===== src/hts_pkg.sv =====
// Package for the Hall trigger-wheel sync decoder and spark timer.
// Holds widths, wheel constants, register and command codes, and the
// controller/datapath command and status structs. No dependencies.
package hts_pkg;

  // Wheel geometry and timing constants.
  localparam int          COGS       = 3;
  localparam int          START_SKIP = 2;
  localparam logic [15:0] SPARK_MIN  = 16'd15;
  localparam logic [15:0] CAL_DELAY  = 16'd2;

  // Field widths.
  localparam int TIME_W  = 16;
  localparam int ANGLE_W = 15;
  localparam int COG_W   = 8;
  localparam int PROD_W  = ANGLE_W + TIME_W;

  // The divider retires one quotient bit per cycle over the full product.
  localparam int DIV_STEPS = PROD_W;
  localparam int STEP_W    = $clog2(DIV_STEPS);

  // Configuration port.
  localparam int CFG_IDX_W  = 3;
  localparam int CFG_DATA_W = 16;

  localparam logic [CFG_IDX_W-1:0] REG_ADVANCE_OFFSET = 3'd0;
  localparam logic [CFG_IDX_W-1:0] REG_DEG_PER_STROKE = 3'd1;
  localparam logic [CFG_IDX_W-1:0] REG_KNOCK_BEGIN    = 3'd2;
  localparam logic [CFG_IDX_W-1:0] REG_KNOCK_WIDTH    = 3'd3;
  localparam logic [CFG_IDX_W-1:0] REG_KNOCK_ENABLE   = 3'd4;

  localparam logic [TIME_W-1:0] DEG_PER_STROKE_RST = 16'd5760;

  // Input operation codes.
  localparam logic OP_EDGE = 1'b0;
  localparam logic OP_TICK = 1'b1;

  // Which scaled delay the shared multiply/divide unit is working on.
  localparam logic [1:0] SEL_SPARK = 2'd0;
  localparam logic [1:0] SEL_OPEN  = 2'd1;
  localparam logic [1:0] SEL_LEN   = 2'd2;

  typedef struct packed {
    logic       accept_edge;
    logic       accept_tick;
    logic       mul_load;
    logic       div_step;
    logic       store;
    logic       out_load;
    logic [1:0] sel;
  } hts_cmd_t;

  typedef struct packed {
    logic stroke;
    logic knock;
  } hts_status_t;

endpackage


===== src/hts_if.sv =====
// Channel interfaces of the sync decoder: input beats, result beats and
// configuration writes, each with a valid/ready handshake. Uses hts_pkg.
interface hts_in_if import hts_pkg::*; ();
  logic              valid;
  logic              ready;
  logic              operation;
  logic [TIME_W-1:0] timestamp;

  modport source (output valid, output operation, output timestamp, input ready);
  modport sink   (input valid, input operation, input timestamp, output ready);
endinterface

interface hts_out_if import hts_pkg::*; ();
  logic              valid;
  logic              ready;
  logic              stroke_event;
  logic              sync_error;
  logic              in_sync;
  logic [TIME_W-1:0] period_out;
  logic              period_wrapped;
  logic [7:0]        overflow_snapshot;
  logic [TIME_W-1:0] spark_compare;
  logic [COG_W-1:0]  spark_channel;
  logic              knock_valid;
  logic [TIME_W-1:0] knock_open_delay;
  logic [TIME_W-1:0] knock_length_delay;

  modport source (
    output valid, output stroke_event, output sync_error, output in_sync,
    output period_out, output period_wrapped, output overflow_snapshot,
    output spark_compare, output spark_channel, output knock_valid,
    output knock_open_delay, output knock_length_delay, input ready
  );
  modport sink (
    input valid, input stroke_event, input sync_error, input in_sync,
    input period_out, input period_wrapped, input overflow_snapshot,
    input spark_compare, input spark_channel, input knock_valid,
    input knock_open_delay, input knock_length_delay, output ready
  );
endinterface

interface hts_cfg_if import hts_pkg::*; ();
  logic                  valid;
  logic                  ready;
  logic [CFG_IDX_W-1:0]  reg_index;
  logic [CFG_DATA_W-1:0] wdata;

  modport source (output valid, output reg_index, output wdata, input ready);
  modport sink   (input valid, input reg_index, input wdata, output ready);
endinterface


===== src/hts_datapath.sv =====
// Datapath of the sync decoder: configuration registers, wheel decode state,
// shared multiplier and bit-serial divider, and the result register.
// Depends on hts_pkg; driven by hts_controller commands.
module hts_datapath import hts_pkg::*; (
  input  logic                  clk,
  input  logic                  rst_n,
  input  hts_cmd_t              cmd,
  output hts_status_t           sts,
  input  logic                  cfg_fire,
  input  logic [CFG_IDX_W-1:0]  cfg_index,
  input  logic [CFG_DATA_W-1:0] cfg_data,
  input  logic [TIME_W-1:0]     in_timestamp,
  output logic                  o_stroke_event,
  output logic                  o_sync_error,
  output logic                  o_in_sync,
  output logic [TIME_W-1:0]     o_period_out,
  output logic                  o_period_wrapped,
  output logic [7:0]            o_overflow_snapshot,
  output logic [TIME_W-1:0]     o_spark_compare,
  output logic [COG_W-1:0]      o_spark_channel,
  output logic                  o_knock_valid,
  output logic [TIME_W-1:0]     o_knock_open_delay,
  output logic [TIME_W-1:0]     o_knock_length_delay
);

  // Configuration.
  logic [ANGLE_W-1:0] advance_offset_r;
  logic [TIME_W-1:0]  deg_per_stroke_r;
  logic [ANGLE_W-1:0] knock_begin_r;
  logic [ANGLE_W-1:0] knock_width_r;
  logic               knock_enable_r;

  // Wheel decode state.
  logic [TIME_W-1:0] prev_edge_r, prev_edge_nxt;
  logic [TIME_W-1:0] stroke_start_r, stroke_start_nxt;
  logic [TIME_W-1:0] prev_period_r, prev_period_nxt;
  logic [TIME_W-1:0] stroke_period_r, stroke_period_nxt;
  logic              wrap_r, wrap_nxt;
  logic [COG_W-1:0]  cog_r, cog_nxt;
  logic [7:0]        ovf_cnt_r, ovf_cnt_nxt;
  logic [7:0]        ovf_latch_r, ovf_latch_nxt;
  logic              synced_r, synced_nxt;
  logic              crank_r, crank_nxt;
  logic              pvalid_r, pvalid_nxt;

  // Per-edge working registers.
  logic              stroke_r, err_r, kvalid_r;
  logic [COG_W-1:0]  chan_r;
  logic [TIME_W-1:0] tmr_r;
  logic [TIME_W-1:0] spark_r, kopen_r, klen_r;

  // Multiply/divide unit.
  logic [PROD_W-1:0] dvd_r;
  logic [TIME_W-1:0] rem_r;
  logic [TIME_W-1:0] quo_r;

  // Edge decode.
  logic [TIME_W-1:0] period;
  logic [TIME_W-1:0] thr;
  logic              gap;
  logic              skip, enter, err, stroke;
  logic [COG_W-1:0]  cog_w;

  assign period = in_timestamp - prev_edge_r;
  assign thr    = (prev_period_r >> 2) + (prev_period_r >> 3);
  assign gap    = thr > period;

  always_comb begin
    skip              = 1'b0;
    enter             = 1'b0;
    err               = 1'b0;
    cog_w             = cog_r;
    synced_nxt        = synced_r;
    crank_nxt         = crank_r;
    stroke_period_nxt = stroke_period_r;
    wrap_nxt          = wrap_r;
    ovf_latch_nxt     = ovf_latch_r;
    ovf_cnt_nxt       = ovf_cnt_r;
    pvalid_nxt        = pvalid_r;
    stroke_start_nxt  = stroke_start_r;
    if (!synced_r) begin
      if (!crank_r) begin
        if (cog_r >= COG_W'(START_SKIP)) begin
          crank_nxt = 1'b1;
        end
        skip = 1'b1;
      end else if (gap) begin
        synced_nxt = 1'b1;
        cog_w      = COG_W'(1);
        enter      = 1'b1;
      end
    end
    if (!skip && !enter) begin
      if (gap) begin
        err   = (cog_w != COG_W'(COGS + 1));
        cog_w = COG_W'(1);
      end
      if (cog_w == COG_W'(COGS)) begin
        skip = 1'b1;
      end
    end
    stroke = !skip;
    if (stroke) begin
      if (pvalid_r) begin
        stroke_period_nxt = in_timestamp - stroke_start_r;
        wrap_nxt          = in_timestamp < stroke_start_r;
        ovf_latch_nxt     = ovf_cnt_r;
        ovf_cnt_nxt       = '0;
      end
      pvalid_nxt       = 1'b1;
      stroke_start_nxt = in_timestamp;
    end
    cog_nxt         = cog_w + COG_W'(1);
    prev_edge_nxt   = in_timestamp;
    prev_period_nxt = period;
  end

  always_ff @(posedge clk) begin
    if (!rst_n) begin
      advance_offset_r <= '0;
      deg_per_stroke_r <= DEG_PER_STROKE_RST;
      knock_begin_r    <= '0;
      knock_width_r    <= '0;
      knock_enable_r   <= 1'b0;
    end else if (cfg_fire) begin
      case (cfg_index)
        REG_ADVANCE_OFFSET: advance_offset_r <= cfg_data[ANGLE_W-1:0];
        REG_DEG_PER_STROKE: deg_per_stroke_r <= cfg_data[TIME_W-1:0];
        REG_KNOCK_BEGIN:    knock_begin_r    <= cfg_data[ANGLE_W-1:0];
        REG_KNOCK_WIDTH:    knock_width_r    <= cfg_data[ANGLE_W-1:0];
        REG_KNOCK_ENABLE:   knock_enable_r   <= cfg_data[0];
        default: begin
        end
      endcase
    end
  end

  always_ff @(posedge clk) begin
    if (!rst_n) begin
      prev_edge_r     <= '0;
      stroke_start_r  <= '0;
      prev_period_r   <= '0;
      stroke_period_r <= '1;
      wrap_r          <= 1'b0;
      cog_r           <= COG_W'(1);
      ovf_cnt_r       <= '0;
      ovf_latch_r     <= 8'd255;
      synced_r        <= 1'b0;
      crank_r         <= 1'b0;
      pvalid_r        <= 1'b0;
      stroke_r        <= 1'b0;
      kvalid_r        <= 1'b0;
    end else if (cmd.accept_tick) begin
      ovf_cnt_r <= ovf_cnt_r + 8'd1;
    end else if (cmd.accept_edge) begin
      prev_edge_r     <= prev_edge_nxt;
      stroke_start_r  <= stroke_start_nxt;
      prev_period_r   <= prev_period_nxt;
      stroke_period_r <= stroke_period_nxt;
      wrap_r          <= wrap_nxt;
      cog_r           <= cog_nxt;
      ovf_cnt_r       <= ovf_cnt_nxt;
      ovf_latch_r     <= ovf_latch_nxt;
      synced_r        <= synced_nxt;
      crank_r         <= crank_nxt;
      pvalid_r        <= pvalid_nxt;
      stroke_r        <= stroke;
      kvalid_r        <= stroke & knock_enable_r;
    end
  end

  // Divider step: shift one dividend bit into the remainder and subtract.
  logic [TIME_W:0]   rem_sh;
  logic [TIME_W:0]   rem_sub;
  logic              q_bit;
  logic [ANGLE_W-1:0] angle;
  logic [TIME_W-1:0] quot;
  logic [TIME_W-1:0] spark_d;

  assign rem_sh  = {rem_r, dvd_r[PROD_W-1]};
  assign rem_sub = rem_sh - {1'b0, deg_per_stroke_r};
  assign q_bit   = rem_sh >= {1'b0, deg_per_stroke_r};
  assign quot    = (deg_per_stroke_r == '0) ? '1 : quo_r;
  assign spark_d = (quot < SPARK_MIN) ? SPARK_MIN : quot;

  always_comb begin
    case (cmd.sel)
      SEL_SPARK: angle = advance_offset_r;
      SEL_OPEN:  angle = knock_begin_r;
      SEL_LEN:   angle = knock_width_r;
      default:   angle = '0;
    endcase
  end

  always_ff @(posedge clk) begin
    if (cmd.accept_edge) begin
      err_r   <= err;
      chan_r  <= stroke ? (cog_w - COG_W'(1)) : '0;
      tmr_r   <= in_timestamp;
      spark_r <= '0;
      kopen_r <= '0;
      klen_r  <= '0;
    end
    if (cmd.mul_load) begin
      dvd_r <= PROD_W'(angle) * PROD_W'(stroke_period_r);
      rem_r <= '0;
      quo_r <= '0;
    end else if (cmd.div_step) begin
      dvd_r <= {dvd_r[PROD_W-2:0], 1'b0};
      rem_r <= q_bit ? rem_sub[TIME_W-1:0] : rem_sh[TIME_W-1:0];
      quo_r <= {quo_r[TIME_W-2:0], q_bit};
    end
    if (cmd.store) begin
      case (cmd.sel)
        SEL_SPARK: spark_r <= tmr_r + spark_d - CAL_DELAY;
        SEL_OPEN:  kopen_r <= quot;
        SEL_LEN:   klen_r  <= quot;
        default: begin
        end
      endcase
    end
  end

  // Result register.
  always_ff @(posedge clk) begin
    if (cmd.out_load) begin
      o_stroke_event       <= stroke_r;
      o_sync_error         <= err_r;
      o_in_sync            <= synced_r;
      o_period_out         <= stroke_period_r;
      o_period_wrapped     <= wrap_r;
      o_overflow_snapshot  <= ovf_latch_r;
      o_spark_compare      <= spark_r;
      o_spark_channel      <= chan_r;
      o_knock_valid        <= kvalid_r;
      o_knock_open_delay   <= kopen_r;
      o_knock_length_delay <= klen_r;
    end
  end

  assign sts.stroke = stroke_r;
  assign sts.knock  = kvalid_r;

endmodule


===== src/hts_controller.sv =====
// Controller of the sync decoder: sequences decode, multiply, divide and
// result hand-off, and owns the channel handshakes. Depends on hts_pkg.
module hts_controller import hts_pkg::*; (
  input  logic        clk,
  input  logic        rst_n,
  input  logic        in_valid,
  input  logic        in_operation,
  output logic        in_ready,
  output logic        out_valid,
  input  logic        out_ready,
  input  hts_status_t sts,
  output hts_cmd_t    cmd
);

  localparam logic [2:0] S_IDLE  = 3'd0;
  localparam logic [2:0] S_DEC   = 3'd1;
  localparam logic [2:0] S_MUL   = 3'd2;
  localparam logic [2:0] S_DIV   = 3'd3;
  localparam logic [2:0] S_STORE = 3'd4;
  localparam logic [2:0] S_FIN   = 3'd5;

  logic [2:0]        state_r, state_nxt;
  logic [1:0]        sel_r, sel_nxt;
  logic [STEP_W-1:0] step_r, step_nxt;
  logic              out_valid_r, out_valid_nxt;
  logic              in_fire;
  logic              out_free;

  assign in_ready  = (state_r == S_IDLE);
  assign in_fire   = in_valid & in_ready;
  assign out_free  = !out_valid_r || out_ready;
  assign out_valid = out_valid_r;

  always_comb begin
    state_nxt = state_r;
    sel_nxt   = sel_r;
    step_nxt  = step_r;
    cmd       = '0;
    cmd.sel   = sel_r;
    case (state_r)
      S_IDLE: begin
        if (in_fire) begin
          if (in_operation == OP_TICK) begin
            cmd.accept_tick = 1'b1;
          end else begin
            cmd.accept_edge = 1'b1;
            state_nxt       = S_DEC;
          end
        end
      end
      S_DEC: begin
        sel_nxt   = SEL_SPARK;
        state_nxt = sts.stroke ? S_MUL : S_FIN;
      end
      S_MUL: begin
        cmd.mul_load = 1'b1;
        step_nxt     = '0;
        state_nxt    = S_DIV;
      end
      S_DIV: begin
        cmd.div_step = 1'b1;
        if (step_r == STEP_W'(DIV_STEPS - 1)) begin
          state_nxt = S_STORE;
        end else begin
          step_nxt = step_r + STEP_W'(1);
        end
      end
      S_STORE: begin
        cmd.store = 1'b1;
        if (sel_r == SEL_SPARK && sts.knock) begin
          sel_nxt   = SEL_OPEN;
          state_nxt = S_MUL;
        end else if (sel_r == SEL_OPEN) begin
          sel_nxt   = SEL_LEN;
          state_nxt = S_MUL;
        end else begin
          state_nxt = S_FIN;
        end
      end
      S_FIN: begin
        if (out_free) begin
          cmd.out_load = 1'b1;
          state_nxt    = S_IDLE;
        end
      end
      default: begin
        state_nxt = S_IDLE;
      end
    endcase
  end

  always_comb begin
    if (cmd.out_load) begin
      out_valid_nxt = 1'b1;
    end else if (out_ready) begin
      out_valid_nxt = 1'b0;
    end else begin
      out_valid_nxt = out_valid_r;
    end
  end

  always_ff @(posedge clk) begin
    if (!rst_n) begin
      state_r     <= S_IDLE;
      sel_r       <= SEL_SPARK;
      step_r      <= '0;
      out_valid_r <= 1'b0;
    end else begin
      state_r     <= state_nxt;
      sel_r       <= sel_nxt;
      step_r      <= step_nxt;
      out_valid_r <= out_valid_nxt;
    end
  end

  // A held result is never overwritten by the next one.
  a_no_overwrite: assert property (@(posedge clk) disable iff (!rst_n)
    cmd.out_load |-> out_free)
    else $error("result register loaded while a beat is still held");

  // A sensor edge always goes to decode; a timer tick never leaves idle.
  a_edge_decodes: assert property (@(posedge clk) disable iff (!rst_n)
    (in_fire && in_operation == OP_EDGE) |=> state_r == S_DEC)
    else $error("sensor edge accepted without decode");
  a_tick_stays: assert property (@(posedge clk) disable iff (!rst_n)
    (in_fire && in_operation == OP_TICK) |=> state_r == S_IDLE)
    else $error("timer tick left the idle state");

  // The divider step stays within its count and the knock delays need knock.
  a_step_range: assert property (@(posedge clk) disable iff (!rst_n)
    state_r == S_DIV |-> step_r <= STEP_W'(DIV_STEPS - 1))
    else $error("divider step count out of range");
  a_knock_sel: assert property (@(posedge clk) disable iff (!rst_n)
    (state_r == S_MUL && sel_r != SEL_SPARK) |-> sts.knock)
    else $error("knock delay computed with knock disabled");

endmodule


===== src/hall_trigger_sync_spark_timer.sv =====
// Top level of the Hall trigger-wheel sync decoder and spark timer.
// Joins hts_controller and hts_datapath; uses hts_pkg and the hts_if channels.
//
// Usage. The in_ch channel takes one beat per event: operation 0 is a Hall
// sensor edge with its captured timestamp, operation 1 a timer overflow tick.
// A tick only advances the overflow counter and returns no result. Every
// sensor edge returns exactly one beat on out_ch with sync status, the stroke
// period, wrap sign, overflow snapshot and, on a stroke edge, the spark compare
// time, channel and (when knock_enable is set) the knock-window delays.
// The cfg_ch channel writes the five setup registers by index; it is always
// ready and must only be used while no edge is in flight.
//
// Timing. A tick is taken without leaving idle. An edge that does not start a
// stroke goes from decode straight to the finish state. A stroke edge runs the
// shared 15x16 multiplier and a one-bit-per-cycle restoring divider once per
// scaled delay, once without knock and three times with knock; one edge is
// worked on at a time. A finished result sits in an output register, so the
// block returns to idle and takes further beats as soon as it is loaded; if
// the receiver stalls with a result still held, the next edge waits before
// its own hand-off. Reset (rst_n low, synchronous) restores the register
// defaults and the decode state, and drops out_ch.valid.
module hall_trigger_sync_spark_timer import hts_pkg::*; (
  input logic       clk,
  input logic       rst_n,
  hts_in_if.sink    in_ch,
  hts_out_if.source out_ch,
  hts_cfg_if.sink   cfg_ch
);

  hts_cmd_t    cmd;
  hts_status_t sts;
  logic        cfg_fire;

  // Configuration writes land in a single register stage.
  assign cfg_ch.ready = 1'b1;
  assign cfg_fire     = cfg_ch.valid & cfg_ch.ready;

  hts_controller u_ctrl (
    .clk          (clk),
    .rst_n        (rst_n),
    .in_valid     (in_ch.valid),
    .in_operation (in_ch.operation),
    .in_ready     (in_ch.ready),
    .out_valid    (out_ch.valid),
    .out_ready    (out_ch.ready),
    .sts          (sts),
    .cmd          (cmd)
  );

  hts_datapath u_dp (
    .clk                  (clk),
    .rst_n                (rst_n),
    .cmd                  (cmd),
    .sts                  (sts),
    .cfg_fire             (cfg_fire),
    .cfg_index            (cfg_ch.reg_index),
    .cfg_data             (cfg_ch.wdata),
    .in_timestamp         (in_ch.timestamp),
    .o_stroke_event       (out_ch.stroke_event),
    .o_sync_error         (out_ch.sync_error),
    .o_in_sync            (out_ch.in_sync),
    .o_period_out         (out_ch.period_out),
    .o_period_wrapped     (out_ch.period_wrapped),
    .o_overflow_snapshot  (out_ch.overflow_snapshot),
    .o_spark_compare      (out_ch.spark_compare),
    .o_spark_channel      (out_ch.spark_channel),
    .o_knock_valid        (out_ch.knock_valid),
    .o_knock_open_delay   (out_ch.knock_open_delay),
    .o_knock_length_delay (out_ch.knock_length_delay)
  );

endmodule

===== src/flat_wrapper.sv =====
// flat-port wrapper written by rule: the top's interface ports become plain ports
module hall_trigger_sync_spark_timer_flat import hts_pkg::*;
  (clk, rst_n, in_ch_valid, in_ch_operation, in_ch_timestamp, in_ch_ready, out_ch_valid, out_ch_stroke_event, out_ch_sync_error, out_ch_in_sync, out_ch_period_out, out_ch_period_wrapped, out_ch_overflow_snapshot, out_ch_spark_compare, out_ch_spark_channel, out_ch_knock_valid, out_ch_knock_open_delay, out_ch_knock_length_delay, out_ch_ready, cfg_ch_valid, cfg_ch_reg_index, cfg_ch_wdata, cfg_ch_ready);
  hts_in_if in_ch_i ();
  hts_out_if out_ch_i ();
  hts_cfg_if cfg_ch_i ();
  input logic clk;
  input logic rst_n;
  input wire logic [$bits(in_ch_i.valid)-1:0] in_ch_valid;
  input wire logic [$bits(in_ch_i.operation)-1:0] in_ch_operation;
  input wire logic [$bits(in_ch_i.timestamp)-1:0] in_ch_timestamp;
  output wire logic [$bits(in_ch_i.ready)-1:0] in_ch_ready;
  output wire logic [$bits(out_ch_i.valid)-1:0] out_ch_valid;
  output wire logic [$bits(out_ch_i.stroke_event)-1:0] out_ch_stroke_event;
  output wire logic [$bits(out_ch_i.sync_error)-1:0] out_ch_sync_error;
  output wire logic [$bits(out_ch_i.in_sync)-1:0] out_ch_in_sync;
  output wire logic [$bits(out_ch_i.period_out)-1:0] out_ch_period_out;
  output wire logic [$bits(out_ch_i.period_wrapped)-1:0] out_ch_period_wrapped;
  output wire logic [$bits(out_ch_i.overflow_snapshot)-1:0] out_ch_overflow_snapshot;
  output wire logic [$bits(out_ch_i.spark_compare)-1:0] out_ch_spark_compare;
  output wire logic [$bits(out_ch_i.spark_channel)-1:0] out_ch_spark_channel;
  output wire logic [$bits(out_ch_i.knock_valid)-1:0] out_ch_knock_valid;
  output wire logic [$bits(out_ch_i.knock_open_delay)-1:0] out_ch_knock_open_delay;
  output wire logic [$bits(out_ch_i.knock_length_delay)-1:0] out_ch_knock_length_delay;
  input wire logic [$bits(out_ch_i.ready)-1:0] out_ch_ready;
  input wire logic [$bits(cfg_ch_i.valid)-1:0] cfg_ch_valid;
  input wire logic [$bits(cfg_ch_i.reg_index)-1:0] cfg_ch_reg_index;
  input wire logic [$bits(cfg_ch_i.wdata)-1:0] cfg_ch_wdata;
  output wire logic [$bits(cfg_ch_i.ready)-1:0] cfg_ch_ready;
  assign in_ch_i.valid = in_ch_valid;
  assign in_ch_i.operation = in_ch_operation;
  assign in_ch_i.timestamp = in_ch_timestamp;
  assign in_ch_ready = in_ch_i.ready;
  assign out_ch_valid = out_ch_i.valid;
  assign out_ch_stroke_event = out_ch_i.stroke_event;
  assign out_ch_sync_error = out_ch_i.sync_error;
  assign out_ch_in_sync = out_ch_i.in_sync;
  assign out_ch_period_out = out_ch_i.period_out;
  assign out_ch_period_wrapped = out_ch_i.period_wrapped;
  assign out_ch_overflow_snapshot = out_ch_i.overflow_snapshot;
  assign out_ch_spark_compare = out_ch_i.spark_compare;
  assign out_ch_spark_channel = out_ch_i.spark_channel;
  assign out_ch_knock_valid = out_ch_i.knock_valid;
  assign out_ch_knock_open_delay = out_ch_i.knock_open_delay;
  assign out_ch_knock_length_delay = out_ch_i.knock_length_delay;
  assign out_ch_i.ready = out_ch_ready;
  assign cfg_ch_i.valid = cfg_ch_valid;
  assign cfg_ch_i.reg_index = cfg_ch_reg_index;
  assign cfg_ch_i.wdata = cfg_ch_wdata;
  assign cfg_ch_ready = cfg_ch_i.ready;
  hall_trigger_sync_spark_timer u_core (.clk(clk), .rst_n(rst_n), .in_ch(in_ch_i), .out_ch(out_ch_i), .cfg_ch(cfg_ch_i));
endmodule

===== config.mk =====
export PLATFORM = sky130hd
export DESIGN_NAME = hall_trigger_sync_spark_timer_flat
export DESIGN_NICKNAME = d
export VERILOG_FILES = /design/src/hts_pkg.sv /design/src/hts_if.sv /design/src/hts_datapath.sv /design/src/hts_controller.sv /design/src/hall_trigger_sync_spark_timer.sv /design/src/flat_wrapper.sv
export SDC_FILE = /design/constraint.sdc
export NUM_CORES = 1
export LEC_CHECK = 0
export BUFFER_PORTS_ARGS = -buffer_cell sky130_fd_sc_hd__buf_2
export CAP_MARGIN = 20
export CORE_UTILIZATION = 45
export CTS_CLUSTER_DIAMETER = 50
export CTS_CLUSTER_SIZE = 28
export DETAILED_ROUTE_END_ITERATION = 16
export PLACE_DENSITY = 0.72
export SYNTH_ARGS = -nofsm -noshare
export SYNTH_HDL_FRONTEND = slang
export SYNTH_SLANG_ARGS = --single-unit

===== constraint.sdc =====
create_clock -name clk -period 15.25 [get_ports clk]
set_clock_uncertainty 0.1 [all_clocks]
set_input_delay 3.05 -clock clk [delete_from_list [all_inputs] [get_ports clk]]
set_output_delay 3.05 -clock clk [all_outputs]
set_load 0.01 [all_outputs]

* After elaboration in Yosys (flattened, before gate mapping)
Cells that the tools add are included.
Cells by class: $add $sub $neg 10, multiply operators 1, order comparisons 5, equal/unequal tests 21, muxes and demuxes 59, bitwise gates (word level) 5, reduce and logical (&&, ||, !) cells 31
Operators by type and width (count):
- two-way mux 16 bit | 12
- two-way mux 8 bit | 10
- two-way mux 31 bit | 2
- subtractor 16 bit | 3
- one-hot mux 15 bit (3 select lines) | 1
- multiplier 15 x 16 -> 31 bit | 1
- two-way mux 3 bit | 7
- two-way mux 1 bit | 19
- one-hot mux 3 bit (6 select lines) | 1
- AND reduction 2 bit | 9
- greater-or-equal comparator 17 x 16 -> 1 bit | 1
- adder 16 bit | 1
- adder 8 x 1 -> 8 bit, second input constant | 2
- > comparator 15 x 16 -> 1 bit | 1
- logical NOT 16 bit | 1
- < comparator 16 bit | 1
- < comparator 16 x 4 -> 1 bit, second input constant | 1
- subtractor 16 x 2 -> 16 bit, second input constant | 1
- adder 14 x 13 -> 15 bit | 1
- == test 3 x 2 -> 1 bit, second input constant | 4
- nonzero test 2 bit | 6
- one-hot mux 5 bit (2 select lines) | 1
- == test 3 bit, second input constant | 3
- AND reduction 3 bit | 3
- other kinds (23) | 40
Storage, ports and cells: register bits after elaboration 388, input port bits 41, output and inout bits 88, word-level logic and storage cells 174

* Depth between registers and ports, before layout
depth in word-level cells 14, gate-level depth with buffers 27, mapped depth without buffers 26

* Cells and area by module
From an unflattened synthesis, not the netlist that was laid out.
Unflattened totals: cells, all modules 2844, area total of the unflattened synthesis 26182.6 sq um
By module, submodules not included:
- hts_datapath | times used 1, cells an instance 2769, area an instance 25553.3 sq um, seq. area each 8918.6 sq um
- hts_controller | times used 1, cells an instance 73, area an instance 618.1 sq um, seq. area each 220.2 sq um
- hall_trigger_sync_spark_timer | times used 1, cells an instance 2, area an instance 11.3 sq um, seq. area each 0.0 sq um

* Least setup slack after synthesis
OpenSTA, ideal clock, no wires.
kind input to register, from in out_ch_ready, to reg u_core.u_dp.o_in_sync (enable), setup time 633 ps, data arrival time 8896 ps, required time 14517 ps, setup slack 5621 ps, stages 2, path buffers 0, cell sequence nor2b_1 -> nor3_1
RTL lines:
- from (decl) | RTL line flat_wrapper.sv:25 | input wire logic [$bits(out_ch_i.ready)-1:0] out_ch_ready;
- to (signal assigned) | RTL line hts_datapath.sv:229 | o_in_sync <= synced_r;
- to (decl) | RTL line hts_datapath.sv:15 | output logic o_in_sync,

* Worst setup path after layout
from reg u_core.u_ctrl.sel_r[0], to reg u_core.u_dp.dvd_r[30], data pin
Between the ends: longest elaborated chain between the ends 4, elaborated cells on any way between the ends 6, those cells by class mul (1); eq/ne (2); mux (2); reduce/logical (1)
Ends and longest elaborated chain:
- from (decl) | RTL line hts_controller.sv:23 | logic [1:0] sel_r, sel_nxt;
- from (signal assigned) | RTL line hts_controller.sv:110 | sel_r <= sel_nxt;
- == test 2 bit, or another cell as far along | RTL line hts_datapath.sv:187 | case (cmd.sel)
- one-hot mux 15 bit (3 select lines) (*) | RTL line hts_datapath.sv:187
- multiplier 15 x 16 -> 31 bit (*) | RTL line hts_datapath.sv:205 | dvd_r <= PROD_W'(angle) * PROD_W'(stroke_period_r);
- two-way mux 31 bit (*) | RTL line hts_datapath.sv:204 | if (cmd.mul_load) begin
- to (signal assigned) | RTL line hts_datapath.sv:205
- to (signal assigned) | RTL line hts_datapath.sv:209 | dvd_r <= {dvd_r[PROD_W-2:0], 1'b0};
- to (decl) | RTL line hts_datapath.sv:53 | logic [PROD_W-1:0] dvd_r;
Mark *: on every way between the ends. The rest lies on a longest branch, timed or not. A chain may end at the register's enable or synchronous reset.

==> impl_metrics.xml <==
<?xml version="1.0" encoding="UTF-8"?>
<metrics>
  <group name="clock_network">
    <metric name="clock-sinks" unit="">386</metric>
    <metric name="tritoncts.num_buffers" unit="">35</metric>
    <metric name="insertion_delay" unit="ns">0.57</metric>
    <metric name="path_clk_slew" unit="ns">0.09</metric>
    <metric name="clock_tree.root_cell" unit="">sky130_fd_sc_hd__clkbuf_16</metric>
    <metric name="cts_tree" unit="">done</metric>
    <metric name="ctsResizeCount" unit="">0</metric>
    <metric name="hold_buffers" unit="">0</metric>
    <metric name="htreeDepth" unit="">2</metric>
    <metric name="post_cts.repair.setup_buffers" unit="">0</metric>
    <metric name="max-clock-path-buffers" unit="">3</metric>
  </group>
  <group name="pwr">
    <metric name="power_per_cell_area" unit="nW/um^2">83.8</metric>
    <metric name="worst_ir_drop_vdd" unit="uV">101</metric>
    <metric name="power_leakage" unit="nW">12.6</metric>
  </group>
  <group name="detailed_routing">
    <metric name="drt_first_iter_violations" unit="">1238</metric>
    <metric name="top_layer_used" unit="">met5</metric>
    <metric name="wl_met3" unit="um">3170</metric>
    <metric name="drtAntennaViolNets" unit="">0</metric>
    <metric name="postRouteWirelength" unit="um">60500</metric>
    <metric name="route.detailed.vias_per_inst" unit="">5.31</metric>
    <metric name="route.vias.total" unit="">19814</metric>
    <metric name="met2WireLength" unit="um">27100</metric>
    <metric name="met1_wire_length" unit="um">28800</metric>
    <metric name="routedWlPerCell" unit="um">16.2</metric>
    <metric name="post-route-drc-count" unit="">0</metric>
    <metric name="router_iterations_before_antenna_repair" unit="">7</metric>
  </group>
  <group name="setup_path">
    <metric name="criticalPathCategory" unit="">reg2reg</metric>
    <metric name="timing.critical_path.from_type" unit="">flop</metric>
    <metric name="worst-endpoint-required" unit="ns">15.47</metric>
    <metric name="crit_top_cell" unit="">sky130_fd_sc_hd__fa_1</metric>
    <metric name="timing.critical_path.max_delay_family" unit="">adder cells</metric>
    <metric name="wp_buf_inv" unit="">3</metric>
    <metric name="r2r_slack" unit="ns">7.28</metric>
    <metric name="crit_path_top_delay_cell" unit="">sky130_fd_sc_hd__dfxtp_2</metric>
    <metric name="timing.critical_path.fanout_max" unit="">39</metric>
    <metric name="cp-end-kind" unit="">flop</metric>
    <metric name="timing.critical_path.cells" unit="">mux2i_1 -&gt; o22ai_2 -&gt; nand2_1 -&gt; fa_1 -&gt; fa_1 -&gt; fa_1 -&gt; inv_1 -&gt; fa_1 -&gt; fa_1 -&gt; inv_1 -&gt; fa_1 -&gt; inv_1 -&gt; ha_1 -&gt; and3_1 -&gt; and3_1 -&gt; nand4_1 -&gt; a31oi_1 -&gt; o21ai_1 -&gt; o211ai_1 -&gt; mux2i_1 -&gt; o21ai_0</metric>
    <metric name="crit_arrival" unit="ns">8.20</metric>
    <metric name="critical_path.max_stage_delay" unit="ns">1.00</metric>
  </group>
  <group name="synth">
    <metric name="synth_area" unit="um^2">26400</metric>
    <metric name="synth_largest_type_area_fraction" unit="%">18.6</metric>
    <metric name="synthesis.area_per_instance" unit="um^2">9.22</metric>
    <metric name="postSynthRegisterBits" unit="">386</metric>
    <metric name="synth_common_cells" unit="">sky130_fd_sc_hd__nand2_1, sky130_fd_sc_hd__inv_1, sky130_fd_sc_hd__dfxtp_1</metric>
    <metric name="synth_most_common_cell" unit="">sky130_fd_sc_hd__nand2_1</metric>
    <metric name="main_area_contributors_after_synthesis" unit="">sky130_fd_sc_hd__dfxtp_1, sky130_fd_sc_hd__edfxtp_1, sky130_fd_sc_hd__fa_1</metric>
    <metric name="synth-seq-area-share" unit="%">34.7</metric>
    <metric name="synth-edff-count" unit="">141</metric>
    <metric name="yosys.area.top_type" unit="">sky130_fd_sc_hd__dfxtp_1</metric>
    <metric name="async_reset_ff_share" unit="%">0</metric>
    <metric name="ys_dominant_reg_cell" unit="">sky130_fd_sc_hd__dfxtp_1</metric>
    <metric name="synth-warning-count" unit="">0</metric>
    <metric name="yosys.cell_types.count" unit="">82</metric>
    <metric name="synthesis.instances" unit="">2860</metric>
    <metric name="synth_fp_nets" unit="">3291</metric>
  </group>
  <group name="sta">
    <metric name="final.period_utilization" unit="%">52.3</metric>
    <metric name="final_hold_viol_count" unit="">0</metric>
    <metric name="fin_setup_tns" unit="ns">0</metric>
    <metric name="slew_violations" unit="">0</metric>
    <metric name="clock.fmax" unit="MHz">125</metric>
    <metric name="period_needed" unit="ns">7.97</metric>
    <metric name="tightest_slew" unit="ns">1.08</metric>
    <metric name="relative_slew_slack" unit="%">27.8</metric>
    <metric name="finalSetupViolations" unit="">0</metric>
    <metric name="rsz0062_at_grt" unit="">false</metric>
  </group>
  <group name="floorplan">
    <metric name="ioPinCount" unit="">129</metric>
    <metric name="start_util" unit="%">45.6</metric>
    <metric name="placement_rows" unit="">88</metric>
    <metric name="chipWidth" unit="um">244</metric>
    <metric name="die_height" unit="um">244</metric>
    <metric name="coreArea" unit="um^2">57800</metric>
    <metric name="die_area" unit="um^2">59600</metric>
  </group>
  <group name="cells_and_area">
    <metric name="layout.cells.non_filler" unit="">3730</metric>
    <metric name="antenna-diode-count" unit="">0</metric>
    <metric name="max_ffs_per_register" unit="">31</metric>
    <metric name="layout-drive-gt1-share" unit="%">8.63</metric>
    <metric name="area_growth_synth_to_finish" unit="%">10.3</metric>
    <metric name="nets" unit="">3369</metric>
    <metric name="top_register" unit="">u_core.u_dp.dvd_r</metric>
  </group>
  <group name="global_routing">
    <metric name="overflow" unit="">0</metric>
    <metric name="grt_usage" unit="%">20.6</metric>
    <metric name="grt_antenna_before_repair" unit="">5</metric>
    <metric name="wire_length_of_the_first_global_routing_pass" unit="um">99900</metric>
    <metric name="first_global_vias" unit="">19459</metric>
    <metric name="grt_start_max_net_pins" unit="">95</metric>
  </group>
  <group name="place">
    <metric name="port_buffers" unit="">127</metric>
    <metric name="placedCellCount" unit="">3665</metric>
    <metric name="place.detailed.hpwl" unit="um">44100</metric>
    <metric name="gpl.final_weighted_congestion" unit="">0.867</metric>
  </group>
  <group name="worst_hold_path">
    <metric name="hp-class" unit="">reg2reg</metric>
  </group>
  <group name="job">
    <metric name="timing.max_cap.violations" unit="">0</metric>
  </group>
  <group name="outcome">
    <metric name="status" unit="">complete, no violations</metric>
  </group>
</metrics>
layout by cell type (no fill, tap or decap), types with 43 or more instances in the layout:
| cell | instances |
|---|---|
| sky130_fd_sc_hd__fa_1 | 185 |
| sky130_fd_sc_hd__xnor2_1 | 49 |
| sky130_fd_sc_hd__nor2_1 | 94 |
| sky130_fd_sc_hd__inv_1 | 339 |
| sky130_fd_sc_hd__a21oi_1 | 72 |
| sky130_fd_sc_hd__and2_1 | 163 |
| sky130_fd_sc_hd__edfxtp_1 | 141 |
| sky130_fd_sc_hd__nand2_1 | 486 |
| sky130_fd_sc_hd__nor2b_1 | 43 |
| sky130_fd_sc_hd__dfxtp_1 | 244 |
| sky130_fd_sc_hd__mux2i_1 | 49 |
| sky130_fd_sc_hd__a21boi_0 | 80 |
| sky130_fd_sc_hd__o21ai_0 | 144 |
| sky130_fd_sc_hd__buf_2 | 126 |
| sky130_fd_sc_hd__nand3_1 | 54 |
| sky130_fd_sc_hd__ha_1 | 205 |
cell type report:
type | instances | area, um^2
Fill cell | 5333 | 28700
Multi-Input combinational cell | 2013 | 15500
Sequential cell | 386 | 9140
Inverter | 342 | 1280
Tap cell | 765 | 957
Clock buffer | 39 | 922
Timing Repair Buffer | 160 | 890
Clock inverter | 25 | 367
where the power goes:
part	internal (mW)	switching [mW]	total, mW
Sequential	1.08	0.0138	1.10
Clock	0.482	0.482	0.964
Combinational	0.151	0.221	0.373
cells by family after synthesis:
kind of cell,count (synthesis),synth area share (%)
XOR/XNOR,85,2.82
other,1,0.0142
multiplexers,49,1.86
AO/OA/AOI/OAI,510,12.6
buffers and inverters,461,6.73
adder cells (fa/ha/maj),390,23.8
flip-flops,386,34.7
AND/OR/NAND/NOR,978,17.5
metal layers:
layer	up-vias	track usage, %
met5	-	0
met4	2	5.31
met3	95	2.71
met2	452	32.6
met1	9580	29.5
li1	9685	-
worst paths after layout:
kind	from	endpoint	depth (start not counted)
max	u_core.u_ctrl.sel_r[0]	u_core.u_dp.dvd_r[30]	21
min	u_core.u_dp.chan_r[4]	u_core.u_dp.o_spark_channel[4]	0
max reg2reg	u_core.u_ctrl.sel_r[0]	u_core.u_dp.dvd_r[30]	21
min reg2reg	u_core.u_dp.chan_r[4]	u_core.u_dp.o_spark_channel[4]	0
stage by stage:
stage                     hold WS, ns  worst slack (ns)  util (%)  instance area (um^2)  power [mW]
after global placement          0.302              7.02      48.0                 27800        1.49
after detailed placement        0.307              6.93      48.0                 27800        1.49
after CTS                       0.316              7.30      50.3                 29100        2.46
after global routing            0.321              6.79      50.3                 29100        2.55
final                           0.314              7.28      50.3                 29100        2.44
after floorplan                 0.300              5.62         -                 26400        1.40
(Power assumes the default switching activity.)
